==> src/design/wbrp_pkg.sv <==
`timescale 1ns / 1ps

package wbrp_pkg;

  localparam int LENGTH_BITS   = 32;
  localparam int POSITION_BITS = 32;
  localparam int HEADER_BYTES  = 12;
  localparam int SEQ_BYTES     = 8;
  localparam int PADDR_BITS    = 6;
  localparam int PDATA_BITS    = 64;
  localparam int LOC_BITS      = 33;
  localparam int QUEUE_DEPTH   = 4;

  localparam logic [31:0] LEN_MASK = 32'((64'd1 << LENGTH_BITS) - 64'd1);

  // event kinds
  localparam logic [2:0] EV_KEY     = 3'd0;
  localparam logic [2:0] EV_VALUE   = 3'd1;
  localparam logic [2:0] EV_PUT_END = 3'd2;
  localparam logic [2:0] EV_DEL_END = 3'd3;
  localparam logic [2:0] EV_SEP_END = 3'd4;
  localparam logic [2:0] EV_STATUS  = 3'd5;

  // batch status codes
  localparam logic [2:0] ST_OK          = 3'd0;
  localparam logic [2:0] ST_TOO_SMALL   = 3'd1;
  localparam logic [2:0] ST_BAD_PUT     = 3'd2;
  localparam logic [2:0] ST_BAD_DELETE  = 3'd3;
  localparam logic [2:0] ST_UNKNOWN_TAG = 3'd4;
  localparam logic [2:0] ST_WRONG_COUNT = 3'd5;

  // register indexes
  localparam logic [2:0] REG_FILE_NUMBER  = 3'd0;
  localparam logic [2:0] REG_LOG_OFFSET   = 3'd1;
  localparam logic [2:0] REG_VALUE_TAG    = 3'd2;
  localparam logic [2:0] REG_DELETION_TAG = 3'd3;
  localparam logic [2:0] REG_SEPARATE_TAG = 3'd4;

  typedef struct packed {
    logic [31:0] log_offset;
    logic [7:0]  value_tag;
    logic [7:0]  deletion_tag;
    logic [7:0]  separate_tag;
  } cfg_t;

  typedef struct packed {
    logic [2:0]          event_kind;
    logic [7:0]          data_byte;
    logic [63:0]         sequence_number;
    logic [LOC_BITS-1:0] value_location;
    logic [31:0]         value_length;
    logic [2:0]          status;
  } result_t;

  typedef struct packed {
    logic [1:0] count;
    result_t    first;
    result_t    second;
  } push_t;

endpackage

==> src/design/wbrp_ifs.sv <==
`timescale 1ns / 1ps

interface wbrp_in_if;
  logic       valid;
  logic       ready;
  logic [7:0] batch_byte;
  logic       final_byte;

  modport source (output valid, output batch_byte, output final_byte, input ready);
  modport sink (input valid, input batch_byte, input final_byte, output ready);
endinterface

interface wbrp_out_if;
  logic        valid;
  logic        ready;
  logic [2:0]  event_kind;
  logic [7:0]  data_byte;
  logic [63:0] sequence_number;
  logic [32:0] value_location;
  logic [31:0] value_length;
  logic [2:0]  status;

  modport source (output valid, output event_kind, output data_byte,
                  output sequence_number, output value_location,
                  output value_length, output status, input ready);
  modport sink (input valid, input event_kind, input data_byte,
                input sequence_number, input value_location,
                input value_length, input status, output ready);
endinterface

==> src/design/wbrp_cfg.sv <==
`timescale 1ns / 1ps

module wbrp_cfg (
  input  logic                                clk,
  input  logic                                rst,
  input  logic                                psel,
  input  logic                                penable,
  input  logic                                pwrite,
  input  logic [wbrp_pkg::PADDR_BITS-1:0]     paddr,
  input  logic [wbrp_pkg::PDATA_BITS-1:0]     pwdata,
  output logic [wbrp_pkg::PDATA_BITS-1:0]     prdata,
  output logic                                pready,
  output wbrp_pkg::cfg_t                      cfg
);

  logic [63:0] file_number;
  logic [31:0] log_offset;
  logic [7:0]  value_tag;
  logic [7:0]  deletion_tag;
  logic [7:0]  separate_tag;
  logic [2:0]  reg_index;
  logic        wr_en;

  assign pready    = 1'b1;
  assign reg_index = paddr[5:3];
  assign wr_en     = psel && penable && pwrite && pready;

  always_ff @(posedge clk) begin
    if (rst) begin
      file_number  <= 64'd0;
      log_offset   <= 32'd0;
      value_tag    <= 8'd1;
      deletion_tag <= 8'd0;
      separate_tag <= 8'd2;
    end else if (wr_en) begin
      case (reg_index)
        wbrp_pkg::REG_FILE_NUMBER:  file_number  <= pwdata;
        wbrp_pkg::REG_LOG_OFFSET:   log_offset   <= pwdata[31:0];
        wbrp_pkg::REG_VALUE_TAG:    value_tag    <= pwdata[7:0];
        wbrp_pkg::REG_DELETION_TAG: deletion_tag <= pwdata[7:0];
        wbrp_pkg::REG_SEPARATE_TAG: separate_tag <= pwdata[7:0];
        default: ;
      endcase
    end
  end

  always_comb begin
    case (reg_index)
      wbrp_pkg::REG_FILE_NUMBER:  prdata = file_number;
      wbrp_pkg::REG_LOG_OFFSET:   prdata = {32'd0, log_offset};
      wbrp_pkg::REG_VALUE_TAG:    prdata = {56'd0, value_tag};
      wbrp_pkg::REG_DELETION_TAG: prdata = {56'd0, deletion_tag};
      wbrp_pkg::REG_SEPARATE_TAG: prdata = {56'd0, separate_tag};
      default:                    prdata = 64'd0;
    endcase
  end

  assign cfg.log_offset   = log_offset;
  assign cfg.value_tag    = value_tag;
  assign cfg.deletion_tag = deletion_tag;
  assign cfg.separate_tag = separate_tag;

endmodule

==> src/design/wbrp_core.sv <==
`timescale 1ns / 1ps

module wbrp_core (
  input  logic             clk,
  input  logic             rst,
  input  wbrp_pkg::cfg_t   cfg,
  input  logic             room,
  wbrp_in_if.sink          batch,
  output wbrp_pkg::push_t  push
);

  typedef enum logic [2:0] {
    PH_HEADER = 3'd0,
    PH_TAG    = 3'd1,
    PH_KEYLEN = 3'd2,
    PH_KEY    = 3'd3,
    PH_VALLEN = 3'd4,
    PH_VAL    = 3'd5
  } phase_t;

  typedef enum logic [1:0] {
    RK_PUT = 2'd0,
    RK_DEL = 2'd1,
    RK_SEP = 2'd2
  } rkind_t;

  localparam int PB = wbrp_pkg::POSITION_BITS;

  logic       inq_valid;
  logic [7:0] inq_byte;
  logic       inq_final;
  logic       go;

  phase_t       phase, phase_next;
  logic [3:0]   header_index, header_index_next;
  logic [63:0]  next_sequence, next_sequence_next;
  logic [31:0]  expected_count, expected_count_next;
  logic [31:0]  records_seen, records_seen_next;
  logic [31:0]  length_accumulator, length_accumulator_next;
  logic [2:0]   varint_shift, varint_shift_next;
  logic [31:0]  remaining_bytes, remaining_bytes_next;
  rkind_t       record_kind, record_kind_next;
  logic [PB-1:0] byte_position, byte_position_next;
  logic [PB-1:0] record_start, record_start_next;
  logic         error_latched, error_latched_next;

  wbrp_pkg::result_t res [2];
  logic [1:0]  n;
  logic [2:0]  err;
  logic        ended;
  logic [31:0] chunk;
  logic [31:0] acc_upd;
  logic [2:0]  shift_upd;
  logic        vint_more;
  logic        vint_done;
  logic        vint_bad;
  logic [2:0]  st;

  function automatic wbrp_pkg::result_t end_event(rkind_t rk, logic [63:0] seq,
                                                  logic [31:0] offs, logic [PB-1:0] start,
                                                  logic [31:0] len);
    wbrp_pkg::result_t r;
    r = '0;
    r.sequence_number = seq;
    unique case (rk)
      RK_PUT: r.event_kind = wbrp_pkg::EV_PUT_END;
      RK_DEL: r.event_kind = wbrp_pkg::EV_DEL_END;
      default: begin
        r.event_kind     = wbrp_pkg::EV_SEP_END;
        r.value_location = wbrp_pkg::LOC_BITS'(offs) + wbrp_pkg::LOC_BITS'(start);
        r.value_length   = len;
      end
    endcase
    return r;
  endfunction

  function automatic logic [2:0] bad_status(rkind_t rk);
    return (rk == RK_DEL) ? wbrp_pkg::ST_BAD_DELETE : wbrp_pkg::ST_BAD_PUT;
  endfunction

  assign go          = inq_valid && room;
  assign batch.ready = !inq_valid || room;

  always_ff @(posedge clk) begin
    if (rst) begin
      inq_valid <= 1'b0;
    end else if (batch.ready) begin
      inq_valid <= batch.valid;
    end
    if (batch.valid && batch.ready) begin
      inq_byte  <= batch.batch_byte;
      inq_final <= batch.final_byte;
    end
  end

  always_comb begin
    unique case (varint_shift)
      3'd0:    chunk = {25'd0, inq_byte[6:0]};
      3'd1:    chunk = {18'd0, inq_byte[6:0], 7'd0};
      3'd2:    chunk = {11'd0, inq_byte[6:0], 14'd0};
      3'd3:    chunk = {4'd0, inq_byte[6:0], 21'd0};
      3'd4:    chunk = {inq_byte[3:0], 28'd0};
      default: chunk = 32'd0;
    endcase
    acc_upd   = length_accumulator | chunk;
    shift_upd = varint_shift + 3'd1;
    vint_more = inq_byte[7] && (shift_upd < 3'd5);
    vint_bad  = inq_byte[7] ? (shift_upd >= 3'd5) : (acc_upd > wbrp_pkg::LEN_MASK);
    vint_done = !inq_byte[7] && !vint_bad;
  end

  always_comb begin
    phase_next              = phase;
    header_index_next       = header_index;
    next_sequence_next      = next_sequence;
    expected_count_next     = expected_count;
    records_seen_next       = records_seen;
    length_accumulator_next = length_accumulator;
    varint_shift_next       = varint_shift;
    remaining_bytes_next    = remaining_bytes;
    record_kind_next        = record_kind;
    byte_position_next      = byte_position;
    record_start_next       = record_start;
    error_latched_next      = error_latched;
    res[0] = '0;
    res[1] = '0;
    n      = 2'd0;
    err    = wbrp_pkg::ST_OK;
    ended  = 1'b0;
    st     = wbrp_pkg::ST_OK;

    if (!error_latched) begin
      byte_position_next = byte_position + PB'(1);
      unique case (phase)
        PH_HEADER: begin
          for (int i = 0; i < wbrp_pkg::SEQ_BYTES; i++) begin
            if (header_index == 4'(i)) next_sequence_next[8*i +: 8] = inq_byte;
          end
          for (int i = 0; i < wbrp_pkg::HEADER_BYTES - wbrp_pkg::SEQ_BYTES; i++) begin
            if (header_index == 4'(i + wbrp_pkg::SEQ_BYTES)) begin
              expected_count_next[8*i +: 8] = inq_byte;
            end
          end
          header_index_next = header_index + 4'd1;
          if (header_index_next >= 4'(wbrp_pkg::HEADER_BYTES)) phase_next = PH_TAG;
        end
        PH_TAG: begin
          record_start_next = byte_position;
          records_seen_next = records_seen + 32'd1;
          priority if (inq_byte == cfg.value_tag) begin
            record_kind_next = RK_PUT;
          end else if (inq_byte == cfg.deletion_tag) begin
            record_kind_next = RK_DEL;
          end else if (inq_byte == cfg.separate_tag) begin
            record_kind_next = RK_SEP;
          end else begin
            err = wbrp_pkg::ST_UNKNOWN_TAG;
          end
          if (err == wbrp_pkg::ST_OK) begin
            length_accumulator_next = 32'd0;
            varint_shift_next       = 3'd0;
            phase_next              = PH_KEYLEN;
          end
        end
        PH_KEYLEN, PH_VALLEN: begin
          length_accumulator_next = acc_upd;
          varint_shift_next       = shift_upd;
          if (vint_bad) begin
            err = bad_status(record_kind);
          end else if (vint_done) begin
            remaining_bytes_next = acc_upd;
            if (acc_upd != 32'd0) begin
              phase_next = (phase == PH_KEYLEN) ? PH_KEY : PH_VAL;
            end else if (phase == PH_KEYLEN && record_kind != RK_DEL) begin
              length_accumulator_next = 32'd0;
              varint_shift_next       = 3'd0;
              phase_next              = PH_VALLEN;
            end else begin
              res[0] = end_event(record_kind, next_sequence, cfg.log_offset,
                                 record_start, acc_upd);
              n = 2'd1;
              next_sequence_next = next_sequence + 64'd1;
              phase_next = PH_TAG;
              ended = 1'b1;
            end
          end else if (!vint_more) begin
            err = bad_status(record_kind);
          end
        end
        PH_KEY, PH_VAL: begin
          if (phase == PH_KEY || record_kind != RK_SEP) begin
            res[0].event_kind = (phase == PH_KEY) ? wbrp_pkg::EV_KEY : wbrp_pkg::EV_VALUE;
            res[0].data_byte  = inq_byte;
            n = 2'd1;
          end
          remaining_bytes_next = remaining_bytes - 32'd1;
          if (remaining_bytes_next == 32'd0) begin
            if (phase == PH_KEY && record_kind != RK_DEL) begin
              length_accumulator_next = 32'd0;
              varint_shift_next       = 3'd0;
              phase_next              = PH_VALLEN;
            end else begin
              res[n[0]] = end_event(record_kind, next_sequence, cfg.log_offset,
                                    record_start, length_accumulator);
              n = n + 2'd1;
              next_sequence_next = next_sequence + 64'd1;
              phase_next = PH_TAG;
              ended = 1'b1;
            end
          end
        end
        default: phase_next = PH_HEADER;
      endcase

      if (err != wbrp_pkg::ST_OK) begin
        res[0] = '0;
        res[0].event_kind = wbrp_pkg::EV_STATUS;
        res[0].status     = err;
        n = 2'd1;
        error_latched_next = 1'b1;
      end else if (inq_final) begin
        priority if (phase_next == PH_HEADER) begin
          st = wbrp_pkg::ST_TOO_SMALL;
        end else if (phase_next == PH_TAG) begin
          st = (records_seen_next == expected_count_next) ? wbrp_pkg::ST_OK
                                                          : wbrp_pkg::ST_WRONG_COUNT;
        end else begin
          st = bad_status(record_kind_next);
        end
        if (ended) begin
          res[n[1]].status = st;
        end else begin
          res[n[0]] = '0;
          res[n[0]].event_kind = wbrp_pkg::EV_STATUS;
          res[n[0]].status     = st;
          n = n + 2'd1;
        end
      end
    end

    // rearm for the next batch
    if (inq_final) begin
      phase_next              = PH_HEADER;
      header_index_next       = 4'd0;
      next_sequence_next      = 64'd0;
      expected_count_next     = 32'd0;
      records_seen_next       = 32'd0;
      length_accumulator_next = 32'd0;
      varint_shift_next       = 3'd0;
      remaining_bytes_next    = 32'd0;
      record_kind_next        = RK_PUT;
      byte_position_next      = '0;
      record_start_next       = '0;
      error_latched_next      = 1'b0;
    end
  end

  always_ff @(posedge clk) begin
    if (rst) begin
      phase              <= PH_HEADER;
      header_index       <= 4'd0;
      next_sequence      <= 64'd0;
      expected_count     <= 32'd0;
      records_seen       <= 32'd0;
      length_accumulator <= 32'd0;
      varint_shift       <= 3'd0;
      remaining_bytes    <= 32'd0;
      record_kind        <= RK_PUT;
      byte_position      <= '0;
      record_start       <= '0;
      error_latched      <= 1'b0;
    end else if (go) begin
      phase              <= phase_next;
      header_index       <= header_index_next;
      next_sequence      <= next_sequence_next;
      expected_count     <= expected_count_next;
      records_seen       <= records_seen_next;
      length_accumulator <= length_accumulator_next;
      varint_shift       <= varint_shift_next;
      remaining_bytes    <= remaining_bytes_next;
      record_kind        <= record_kind_next;
      byte_position      <= byte_position_next;
      record_start       <= record_start_next;
      error_latched      <= error_latched_next;
    end
  end

  assign push.count  = go ? n : 2'd0;
  assign push.first  = res[0];
  assign push.second = res[1];

  a_latched_silent: assert property (@(posedge clk) disable iff (rst)
    (go && error_latched) |-> push.count == 2'd0)
    else $error("result pushed while error latched");

  a_final_rearms: assert property (@(posedge clk) disable iff (rst)
    (go && inq_final) |=> (phase == PH_HEADER && !error_latched && header_index == 4'd0))
    else $error("parser not rearmed after final byte");

  a_pair_order: assert property (@(posedge clk) disable iff (rst)
    (push.count == 2'd2) |->
      (push.first.event_kind == wbrp_pkg::EV_KEY ||
       push.first.event_kind == wbrp_pkg::EV_VALUE))
    else $error("two results without a data byte first");

endmodule

==> src/design/wbrp_outq.sv <==
`timescale 1ns / 1ps

module wbrp_outq (
  input  logic             clk,
  input  logic             rst,
  input  wbrp_pkg::push_t  push,
  output logic             room,
  wbrp_out_if.source       events
);

  localparam int QD = wbrp_pkg::QUEUE_DEPTH;
  localparam int AW = $clog2(QD);

  wbrp_pkg::result_t entries [QD];
  logic [AW-1:0] wr_ptr;
  logic [AW-1:0] rd_ptr;
  logic [AW:0]   count;
  logic          pop;
  wbrp_pkg::result_t head;

  assign pop  = events.valid && events.ready;
  assign room = count <= (AW + 1)'(QD - 2);
  assign head = entries[rd_ptr];

  always_ff @(posedge clk) begin
    if (rst) begin
      wr_ptr <= '0;
      rd_ptr <= '0;
      count  <= '0;
    end else begin
      wr_ptr <= wr_ptr + AW'(push.count);
      rd_ptr <= rd_ptr + AW'(pop);
      count  <= count + (AW + 1)'(push.count) - (AW + 1)'(pop);
    end
    if (push.count != 2'd0) entries[wr_ptr] <= push.first;
    if (push.count == 2'd2) entries[wr_ptr + AW'(1)] <= push.second;
  end

  assign events.valid           = count != '0;
  assign events.event_kind      = head.event_kind;
  assign events.data_byte       = head.data_byte;
  assign events.sequence_number = head.sequence_number;
  assign events.value_location  = head.value_location;
  assign events.value_length    = head.value_length;
  assign events.status          = head.status;

  a_no_overflow: assert property (@(posedge clk) disable iff (rst)
    count <= (AW + 1)'(QD))
    else $error("result buffer overflow");

  a_push_needs_room: assert property (@(posedge clk) disable iff (rst)
    (push.count != 2'd0) |-> room)
    else $error("transaction pushed without buffer room");

endmodule

==> src/design/write_batch_record_parser.sv <==
`timescale 1ns / 1ps
// Pipeline: a byte accepted is held in the input register and parsed from there;
// its results are written into the result buffer and offered from its head.
// Throughput: one byte per cycle while the result buffer has room; a byte that
// yields two results (data byte plus record end or status) writes both into the
// four-entry result buffer. Synchronous reset clears parser state, the buffer
// and restores configuration registers to their defaults.

module write_batch_record_parser (
  input  logic                             clk,
  input  logic                             rst,
  input  logic                             psel,
  input  logic                             penable,
  input  logic                             pwrite,
  input  logic [wbrp_pkg::PADDR_BITS-1:0]  paddr,
  input  logic [wbrp_pkg::PDATA_BITS-1:0]  pwdata,
  output logic [wbrp_pkg::PDATA_BITS-1:0]  prdata,
  output logic                             pready,
  wbrp_in_if.sink                          batch,
  wbrp_out_if.source                       events
);

  wbrp_pkg::cfg_t  cfg;
  wbrp_pkg::push_t push;
  logic            room;

  wbrp_cfg u_cfg (
    .clk     (clk),
    .rst     (rst),
    .psel    (psel),
    .penable (penable),
    .pwrite  (pwrite),
    .paddr   (paddr),
    .pwdata  (pwdata),
    .prdata  (prdata),
    .pready  (pready),
    .cfg     (cfg)
  );

  wbrp_core u_core (
    .clk   (clk),
    .rst   (rst),
    .cfg   (cfg),
    .room  (room),
    .batch (batch),
    .push  (push)
  );

  wbrp_outq u_outq (
    .clk    (clk),
    .rst    (rst),
    .push   (push),
    .room   (room),
    .events (events)
  );

endmodule
==> src/flat_wrapper.sv <==
// flat-port wrapper written by rule: the top's interface ports become plain ports
module write_batch_record_parser_flat 
  (clk, rst, psel, penable, pwrite, paddr, pwdata, prdata, pready, batch_valid, batch_batch_byte, batch_final_byte, batch_ready, events_valid, events_event_kind, events_data_byte, events_sequence_number, events_value_location, events_value_length, events_status, events_ready);
  wbrp_in_if batch_i ();
  wbrp_out_if events_i ();
  input  logic clk;
  input  logic rst;
  input  logic psel;
  input  logic penable;
  input  logic pwrite;
  input  logic [wbrp_pkg::PADDR_BITS-1:0] paddr;
  input  logic [wbrp_pkg::PDATA_BITS-1:0] pwdata;
  output logic [wbrp_pkg::PDATA_BITS-1:0] prdata;
  output logic pready;
  input wire logic [$bits(batch_i.valid)-1:0] batch_valid;
  input wire logic [$bits(batch_i.batch_byte)-1:0] batch_batch_byte;
  input wire logic [$bits(batch_i.final_byte)-1:0] batch_final_byte;
  output wire logic [$bits(batch_i.ready)-1:0] batch_ready;
  output wire logic [$bits(events_i.valid)-1:0] events_valid;
  output wire logic [$bits(events_i.event_kind)-1:0] events_event_kind;
  output wire logic [$bits(events_i.data_byte)-1:0] events_data_byte;
  output wire logic [$bits(events_i.sequence_number)-1:0] events_sequence_number;
  output wire logic [$bits(events_i.value_location)-1:0] events_value_location;
  output wire logic [$bits(events_i.value_length)-1:0] events_value_length;
  output wire logic [$bits(events_i.status)-1:0] events_status;
  input wire logic [$bits(events_i.ready)-1:0] events_ready;
  assign batch_i.valid = batch_valid;
  assign batch_i.batch_byte = batch_batch_byte;
  assign batch_i.final_byte = batch_final_byte;
  assign batch_ready = batch_i.ready;
  assign events_valid = events_i.valid;
  assign events_event_kind = events_i.event_kind;
  assign events_data_byte = events_i.data_byte;
  assign events_sequence_number = events_i.sequence_number;
  assign events_value_location = events_i.value_location;
  assign events_value_length = events_i.value_length;
  assign events_status = events_i.status;
  assign events_i.ready = events_ready;
  write_batch_record_parser u_core (.clk(clk), .rst(rst), .psel(psel), .penable(penable), .pwrite(pwrite), .paddr(paddr), .pwdata(pwdata), .prdata(prdata), .pready(pready), .batch(batch_i), .events(events_i));
endmodule
==> config.mk <==
export PLATFORM = sky130hd
export DESIGN_NAME = write_batch_record_parser_flat
export DESIGN_NICKNAME = d
export VERILOG_FILES = /design/src/design/wbrp_pkg.sv /design/src/design/wbrp_ifs.sv /design/src/design/wbrp_cfg.sv /design/src/design/wbrp_core.sv /design/src/design/wbrp_outq.sv /design/src/design/write_batch_record_parser.sv /design/src/flat_wrapper.sv
export SDC_FILE = /design/constraint.sdc
export NUM_CORES = 2
export LEC_CHECK = 0
export ABC_CLOCK_PERIOD_IN_PS = 35400
export BUFFER_PORTS_ARGS = -buffer_cell sky130_fd_sc_hd__buf_4
export CORE_ASPECT_RATIO = 0.6
export CORE_UTILIZATION = 35
export CTS_CLUSTER_SIZE = 40
export DETAILED_ROUTE_END_ITERATION = 8
export MAX_ROUTING_LAYER = met4
export SYNTH_ARGS = -nofsm -noshare
export SYNTH_HDL_FRONTEND = slang
export SYNTH_HIERARCHICAL = 1
export SYNTH_SLANG_ARGS = --single-unit
==> constraint.sdc <==
create_clock -name clk -period 35.4 [get_ports clk]
set_input_delay 5.31 -clock clk [delete_from_list [all_inputs] [get_ports clk]]
set_output_delay 5.31 -clock clk [all_outputs]
set_load 0.005 [all_outputs]
## After elaboration in Yosys (flattened, before gate mapping)

Memories as Yosys holds them, arrays and structs flattened. A register that Yosys moved wholly into a read port is not among the register bits.
Index checks and enable logic that the tools add are counted.

| cells by class | value |
|---|---|
| add/sub/neg operators | 14 |
| $lt $le $gt $ge | 11 |
| eq/ne operators | 51 |
| mux-type cells | 179 |
| bitwise operators | 6 |
| reduce and logical (&&, ||, !) cells | 55 |

Operator list:

| kind | count |
|---|---|
| 143-bit 2-to-1 mux | 12 |
| 286-bit 2-to-1 mux | 5 |
| 286-bit bitwise mux | 4 |
| 32-bit 2-to-1 mux | 26 |
| 143-bit demux with 1-bit select | 5 |
| 64-bit 2-to-1 mux | 8 |
| 65-bit 2-to-1 mux | 6 |
| 64-bit one-hot mux with 5 select lines | 1 |
| 286-bit AND | 1 |
| 286-bit NOT | 1 |
| 143-bit one-hot mux with 2 select lines | 1 |
| 64-bit one-hot mux with 3 select lines | 1 |
| 32-bit one-hot mux with 5 select lines | 1 |
| 3-bit 2-to-1 mux | 41 |
| 8-bit 2-to-1 mux | 12 |
| 32-bit one-hot mux with 3 select lines | 1 |
| 10-bit AND reduction | 8 |
| 32-bit by 1-bit adder with 32-bit output (second input constant) | 2 |
| 64-bit by 1-bit adder with 64-bit output (second input constant) | 1 |
| 32-bit one-hot mux with 2 select lines | 1 |
| 3-bit inequality test (second input constant) | 16 |
| 2-bit 2-to-1 mux | 19 |
| 32-bit by 32-bit adder with 33-bit output | 1 |
| 32-bit == test | 1 |
| other kinds (54) | 141 |

| storage, ports and cells | value |
|---|---|
| bits in registers | 406 |
| memory bits (writable) | 572 |
| input port bits | 86 |
| output and inout port bits | 210 |
| memories | 1 |

Memory list:

| name | words | width | read ports | clocked after Yosys merged registers in | write ports | RTL line | RTL |
|---|---|---|---|---|---|---|---|
| u_core.u_outq.entries | 4 | 143 | 1 | 1 | 2 | wbrp_outq.sv:14 | `wbrp_pkg::result_t entries [QD];` |

## Depth between registers and ports, before layout

| depth | value |
|---|---|
| depth in word-level cells | 24 |
| mapped depth | 22 |
| mapped depth without buffers | 18 |

## Cells and area by module

Netlist, hierarchy kept.

By module, submodules not included:

| module | times used | cells an instance | area each (µm²) | seq. area each (µm²) |
|---|---|---|---|---|
| wbrp_outq | 1 | 1428 | 28170.8 | 17316.6 |
| wbrp_core | 1 | 2708 | 20020.5 | 5675.4 |
| wbrp_cfg | 1 | 596 | 5686.7 | 2402.3 |

## Worst setup path before layout

Ideal clock, no wire load.

| timing path | value |
|---|---|
| path type | register to register |
| start point | reg u_core.u_core.remaining_bytes[23] |
| end point | mem u_core/u_outq/entries[0][0] (netlist name) (enable) |
| arrival | 13.506 ns |
| setup slack | 21.051 ns |
| stages on the path, launching flop included | 17 |
| path through | dfxtp_1 -> or4_1 -> clkbuf_1 -> nor4b_4 -> nor4b_1 -> xnor2_1 -> nand4_1 -> or3b_1 -> buf_4 -> o21ai_2 -> o211ai_2 -> or2_2 -> clkbuf_1 -> mux2i_1 -> buf_4 -> o21bai_1 -> o21ai_0 |

RTL lines:

| element | RTL line | RTL |
|---|---|---|
| start: declaration | wbrp_core.sv:41 | `logic [31:0] remaining_bytes, remaining_bytes_next;` |
| start signal: assignment | wbrp_core.sv:280 | `remaining_bytes <= remaining_bytes_next;` |
| end: declaration | wbrp_outq.sv:14 |  |

## Worst setup path in the final report

| timing path | value |
|---|---|
| start point | in paddr[3] (netlist name) |
| end point | out prdata[25] (netlist name) |

| between the ends | value |
|---|---|
| word-level cells in the longest chain between the ends | 2 |

Ends and longest elaborated chain:

| element | RTL line | RTL |
|---|---|---|
| start: declaration | flat_wrapper.sv:11 | `input logic [wbrp_pkg::PADDR_BITS-1:0] paddr;` |
| 3-bit == test, or another cell as far along | wbrp_cfg.sv:48 | `case (reg_index)` |
| 64-bit one-hot mux with 5 select lines (*) | wbrp_cfg.sv:48 |  |
| end: declaration | flat_wrapper.sv:13 | `output logic [wbrp_pkg::PDATA_BITS-1:0] prdata;` |

Mark *: on every way between the ends. The rest lies on a longest branch, timed or not.

==> load_flow_metrics.sql <==
INSERT INTO impl_metrics (metric_group, metric, value, unit) VALUES
('status', 'status', 'complete, no violations', ''),
('cells_and_area', 'drive_gt1_share', '22.9', '%'),
('die', 'core', '0.153', 'sq mm'),
('sta', 'finalSetupViolCount', '0', ''),
('die', 'design.portCount', '296', ''),
('placed_design', 'gp_routability_congestion', '0.891', ''),
('sta', 'period_share', '35.6', '%'),
('sta', 'grt_setup_unrepaired', 'no', ''),
('logic_synthesis', 'synth_flop_cell', 'sky130_fd_sc_hd__edfxtp_1', ''),
('sta', 'achievable-frequency', '79.3', 'MHz'),
('pwr', 'vdd.ir_drop.worst', '0.0477', 'mV'),
('global_route', 'antenna_found_initial', '0', ''),
('clocking', 'cts_root_buf', 'sky130_fd_sc_hd__clkbuf_16', ''),
('drt', 'via_count', '39400', ''),
('logic_synthesis', 'ys_seq_elements', '978', ''),
('global_route', 'largest_net_degree_at_the_start_of_global_routing', '123', ''),
('global_route', 'global_route_wire_length_before_repair', '244', 'mm'),
('clocking', 'cts-htree-levels', '3', ''),
('critical_path', 'worstPathRequired', '30.09', 'ns'),
('critical_path', 'worst_setup_start_kind', 'input port', ''),
('logic_synthesis', 'synth.top_cells.by_area', 'sky130_fd_sc_hd__edfxtp_1 32%, sky130_fd_sc_hd__dfxtp_1 15%, sky130_fd_sc_hd__mux2_2 7.2%', ''),
('cells_and_area', 'final_util', '39.8', '%'),
('sta', 'final_max_slew_viol_count', '0', ''),
('clocking', 'cts.repair.resized', '0', ''),
('critical_path', 'cp_max_fo', '49', ''),
('logic_synthesis', 'synthesis.instances', '4732', ''),
('drt', 'first_pass_iters', '6', ''),
('clocking', 'ctsLongestPathBuffers', '3', ''),
('clocking', 'clock_insertion_delay_worst_skew', '0.74', 'ns'),
('critical_path', 'end_kind', 'primary output', ''),
('pwr', 'total_power', '2.78', 'mW'),
('drt', 'wl_per_cell', '23.0', 'um'),
('global_route', 'grtUsageMet3', '3.53', '%'),
('global_route', 'grt_pass1_vias', '38400', ''),
('logic_synthesis', 'synth-edff-count', '581', ''),
('logic_synthesis', 'synth_cell_types', '107', ''),
('placed_design', 'buffer_ports.inserted', '291', ''),
('critical_path', 'critical_path_class', 'in -> out', ''),
('clocking', 'holdBufCountCts', '0', ''),
('sta', 'finalHoldViolations', '0', ''),
('cells_and_area', 'final_nets', '4972', ''),
('die', 'row_count', '111', ''),
('logic_synthesis', 'synth-seq-area-share', '47.1', '%'),
('die', 'die_w', '509', 'um'),
('sta', 'final_period_minus_worst_setup_slack', '12.61', 'ns'),
('clocking', 'cts_post_setup_buffers_inserted', '0', ''),
('sta', 'worst_clock_skew', '0.0570', 'ns'),
('global_route', 'grt.busiest_layer', 'met1', ''),
('drt', 'first_iter_violations', '3676', ''),
('pwr', 'static-leakage-power', '22.2', 'nW'),
('pwr', 'power_density', '45.6', 'mW/mm^2'),
('clocking', 'cts_tree', 'built', ''),
('logic_synthesis', 'yosysMostFrequentCell', 'sky130_fd_sc_hd__edfxtp_1', ''),
('die', 'dieHeight', '306', 'um'),
('logic_synthesis', 'synth.largest_area_cell', 'sky130_fd_sc_hd__edfxtp_1', ''),
('global_route', 'grt_usage', '20.8', '%'),
('hold_path', 'min-delay-path-class', 'reg -> reg', ''),
('critical_path', 'cp.arrival', '7.30', 'ns'),
('clocking', 'clkSinkCount', '978', ''),
('logic_synthesis', 'ys_warn_count', '6', ''),
('clocking', 'cts_buffers', '100', ''),
('sta', 'slew_headroom', '17.4', '%'),
('drt', 'routed_wire_length', '160', 'mm'),
('placed_design', 'place_hpwl', '101', 'mm'),
('flow_run', 'cap_violations', '0', ''),
('global_route', 'global_route.overflow_total', '0', ''),
('sta', 'worst_pin_slew', '1.23', 'ns'),
('global_route', 'grt_util_met2', '29.9', '%'),
('die', 'initial_utilization', '35.3', '%'),
('logic_synthesis', 'async_reset_ff_share', '0', '%'),
('placed_design', 'dp_cells', '6766', '');
-- kinds of logic after synthesis --
logic type | count (synthesis) | synth area share (%)
buffers and inverters | 419 | 3.80
other | 2 | 0.0139
adders and majority gates | 52 | 1.24
and+or+nand+nor | 1431 | 14.1
DFF | 978 | 47.1
xor gates and xnor gates | 139 | 2.31
AOI/OAI and AO/OA | 868 | 10.6
muxes | 843 | 20.8
-- sequential cells by signal, indices dropped and copies added (netlist names), 8 cells and up --
| register | flops |
|---|---|
| u_core/u_core/byte_position | 32 |
| u_core/u_cfg/separate_tag | 8 |
| u_core/u_cfg/file_number | 64 |
| u_core/u_cfg/deletion_tag | 8 |
| u_core/u_cfg/log_offset | 32 |
| u_core/u_core/expected_count | 32 |
| u_core/u_core/length_accumulator | 32 |
| u_core/u_core/next_sequence | 64 |
| u_core/u_cfg/value_tag | 8 |
| u_core/u_core/record_start | 32 |
| u_core/u_core/remaining_bytes | 32 |
| u_core/u_outq/entries | 572 |
| u_core/u_core/inq_byte | 8 |
| u_core/u_core/records_seen | 32 |
-- cells in the final DEF, fill, tap and decap left out, types with 16 or more instances in the layout --
cell type	n
sky130_fd_sc_hd__nand4_1	51
sky130_fd_sc_hd__nor4_1	29
sky130_fd_sc_hd__clkbuf_1	28
sky130_fd_sc_hd__ha_1	50
sky130_fd_sc_hd__dfxtp_1	395
sky130_fd_sc_hd__xnor2_1	81
sky130_fd_sc_hd__mux4_2	143
sky130_fd_sc_hd__mux2_2	343
sky130_fd_sc_hd__nor2_1	397
sky130_fd_sc_hd__a21o_1	25
sky130_fd_sc_hd__a22o_1	25
sky130_fd_sc_hd__mux2_1	184
sky130_fd_sc_hd__nor3_1	45
sky130_fd_sc_hd__and2_1	214
sky130_fd_sc_hd__o31ai_1	43
sky130_fd_sc_hd__nand3_1	143
sky130_fd_sc_hd__o21ai_0	139
sky130_fd_sc_hd__clkinv_2	17
sky130_fd_sc_hd__or4_1	16
sky130_fd_sc_hd__or3_1	32
sky130_fd_sc_hd__inv_1	48
sky130_fd_sc_hd__a22oi_1	94
sky130_fd_sc_hd__o21bai_1	24
sky130_fd_sc_hd__a41oi_1	37
sky130_fd_sc_hd__a31oi_1	57
sky130_fd_sc_hd__nand2b_1	129
sky130_fd_sc_hd__xor2_1	56
sky130_fd_sc_hd__a211oi_1	17
sky130_fd_sc_hd__edfxtp_1	581
sky130_fd_sc_hd__and4_1	21
sky130_fd_sc_hd__buf_4	358
sky130_fd_sc_hd__o21a_1	45
sky130_fd_sc_hd__and3_1	67
sky130_fd_sc_hd__clkbuf_16	103
sky130_fd_sc_hd__nand2_1	164
sky130_fd_sc_hd__mux2i_1	114
sky130_fd_sc_hd__nor2b_1	38
sky130_fd_sc_hd__o22ai_1	18
sky130_fd_sc_hd__a21oi_1	241
sky130_fd_sc_hd__mux2_4	59
-- per-stage QoR --
step	area (sq um)	hold slack [ns]	setup WS, ns
after floorplan	53900	0.444	21.05
after global placement	57500	0.454	22.81
after detailed placement	57500	0.458	22.84
after CTS	60800	0.467	22.83
after global routing	60800	0.484	22.68
final	60900	0.470	22.79
-- where the power goes --
group | internal [mW] | total, mW | switching, mW | leakage, nW
registers | 1.22 | 1.26 | 0.0366 | 8.68
clock network | 0.603 | 1.09 | 0.489 | 1.61
logic | 0.194 | 0.423 | 0.229 | 11.9
-- path summary, 6_finish.rpt --
check / cells past startpoint / end / slack [ns] / start
hold / removal: 2 / u_core/u_cfg/file_number[36]$_SDFFE_PP0P_ / 0.47 / u_core/u_cfg/file_number[36]$_SDFFE_PP0P_
setup reg to reg: 14 / u_core/u_outq/entries[2][62]$_DFFE_PP_ / 27.72 / u_core/u_core/remaining_bytes[15]$_SDFFE_PP0P_
hold reg to reg: 2 / u_core/u_cfg/file_number[36]$_SDFFE_PP0P_ / 0.47 / u_core/u_cfg/file_number[36]$_SDFFE_PP0P_
setup / recovery: 4 / prdata[25] / 22.79 / paddr[3]
-- cell type report --
class / count / area (sq um)
tap: 2034 / 2540
inverter: 48 / 180
antenna: 3 / 7.51
timing repair buffer: 364 / 2800
sequential: 978 / 25400
clock buffer: 136 / 2750
clock inverter: 54 / 574
fill: 14500 / 91900
multi-input combinational: 3342 / 26600
-- worst max-delay path, cell delays in order --
cell                      delay (ns)
sky130_fd_sc_hd__buf_4          0.49
sky130_fd_sc_hd__nor3b_4        1.07
sky130_fd_sc_hd__a22o_1         0.27
sky130_fd_sc_hd__buf_4          0.12
-- metal layers --
layer	wire length [um]	part of all wire [%]
met1	77300	48
met2	69300	43
met3	11100	6.9
met4	2600	1.6
met5	0	0
Power figures use the tool's default switching activity.
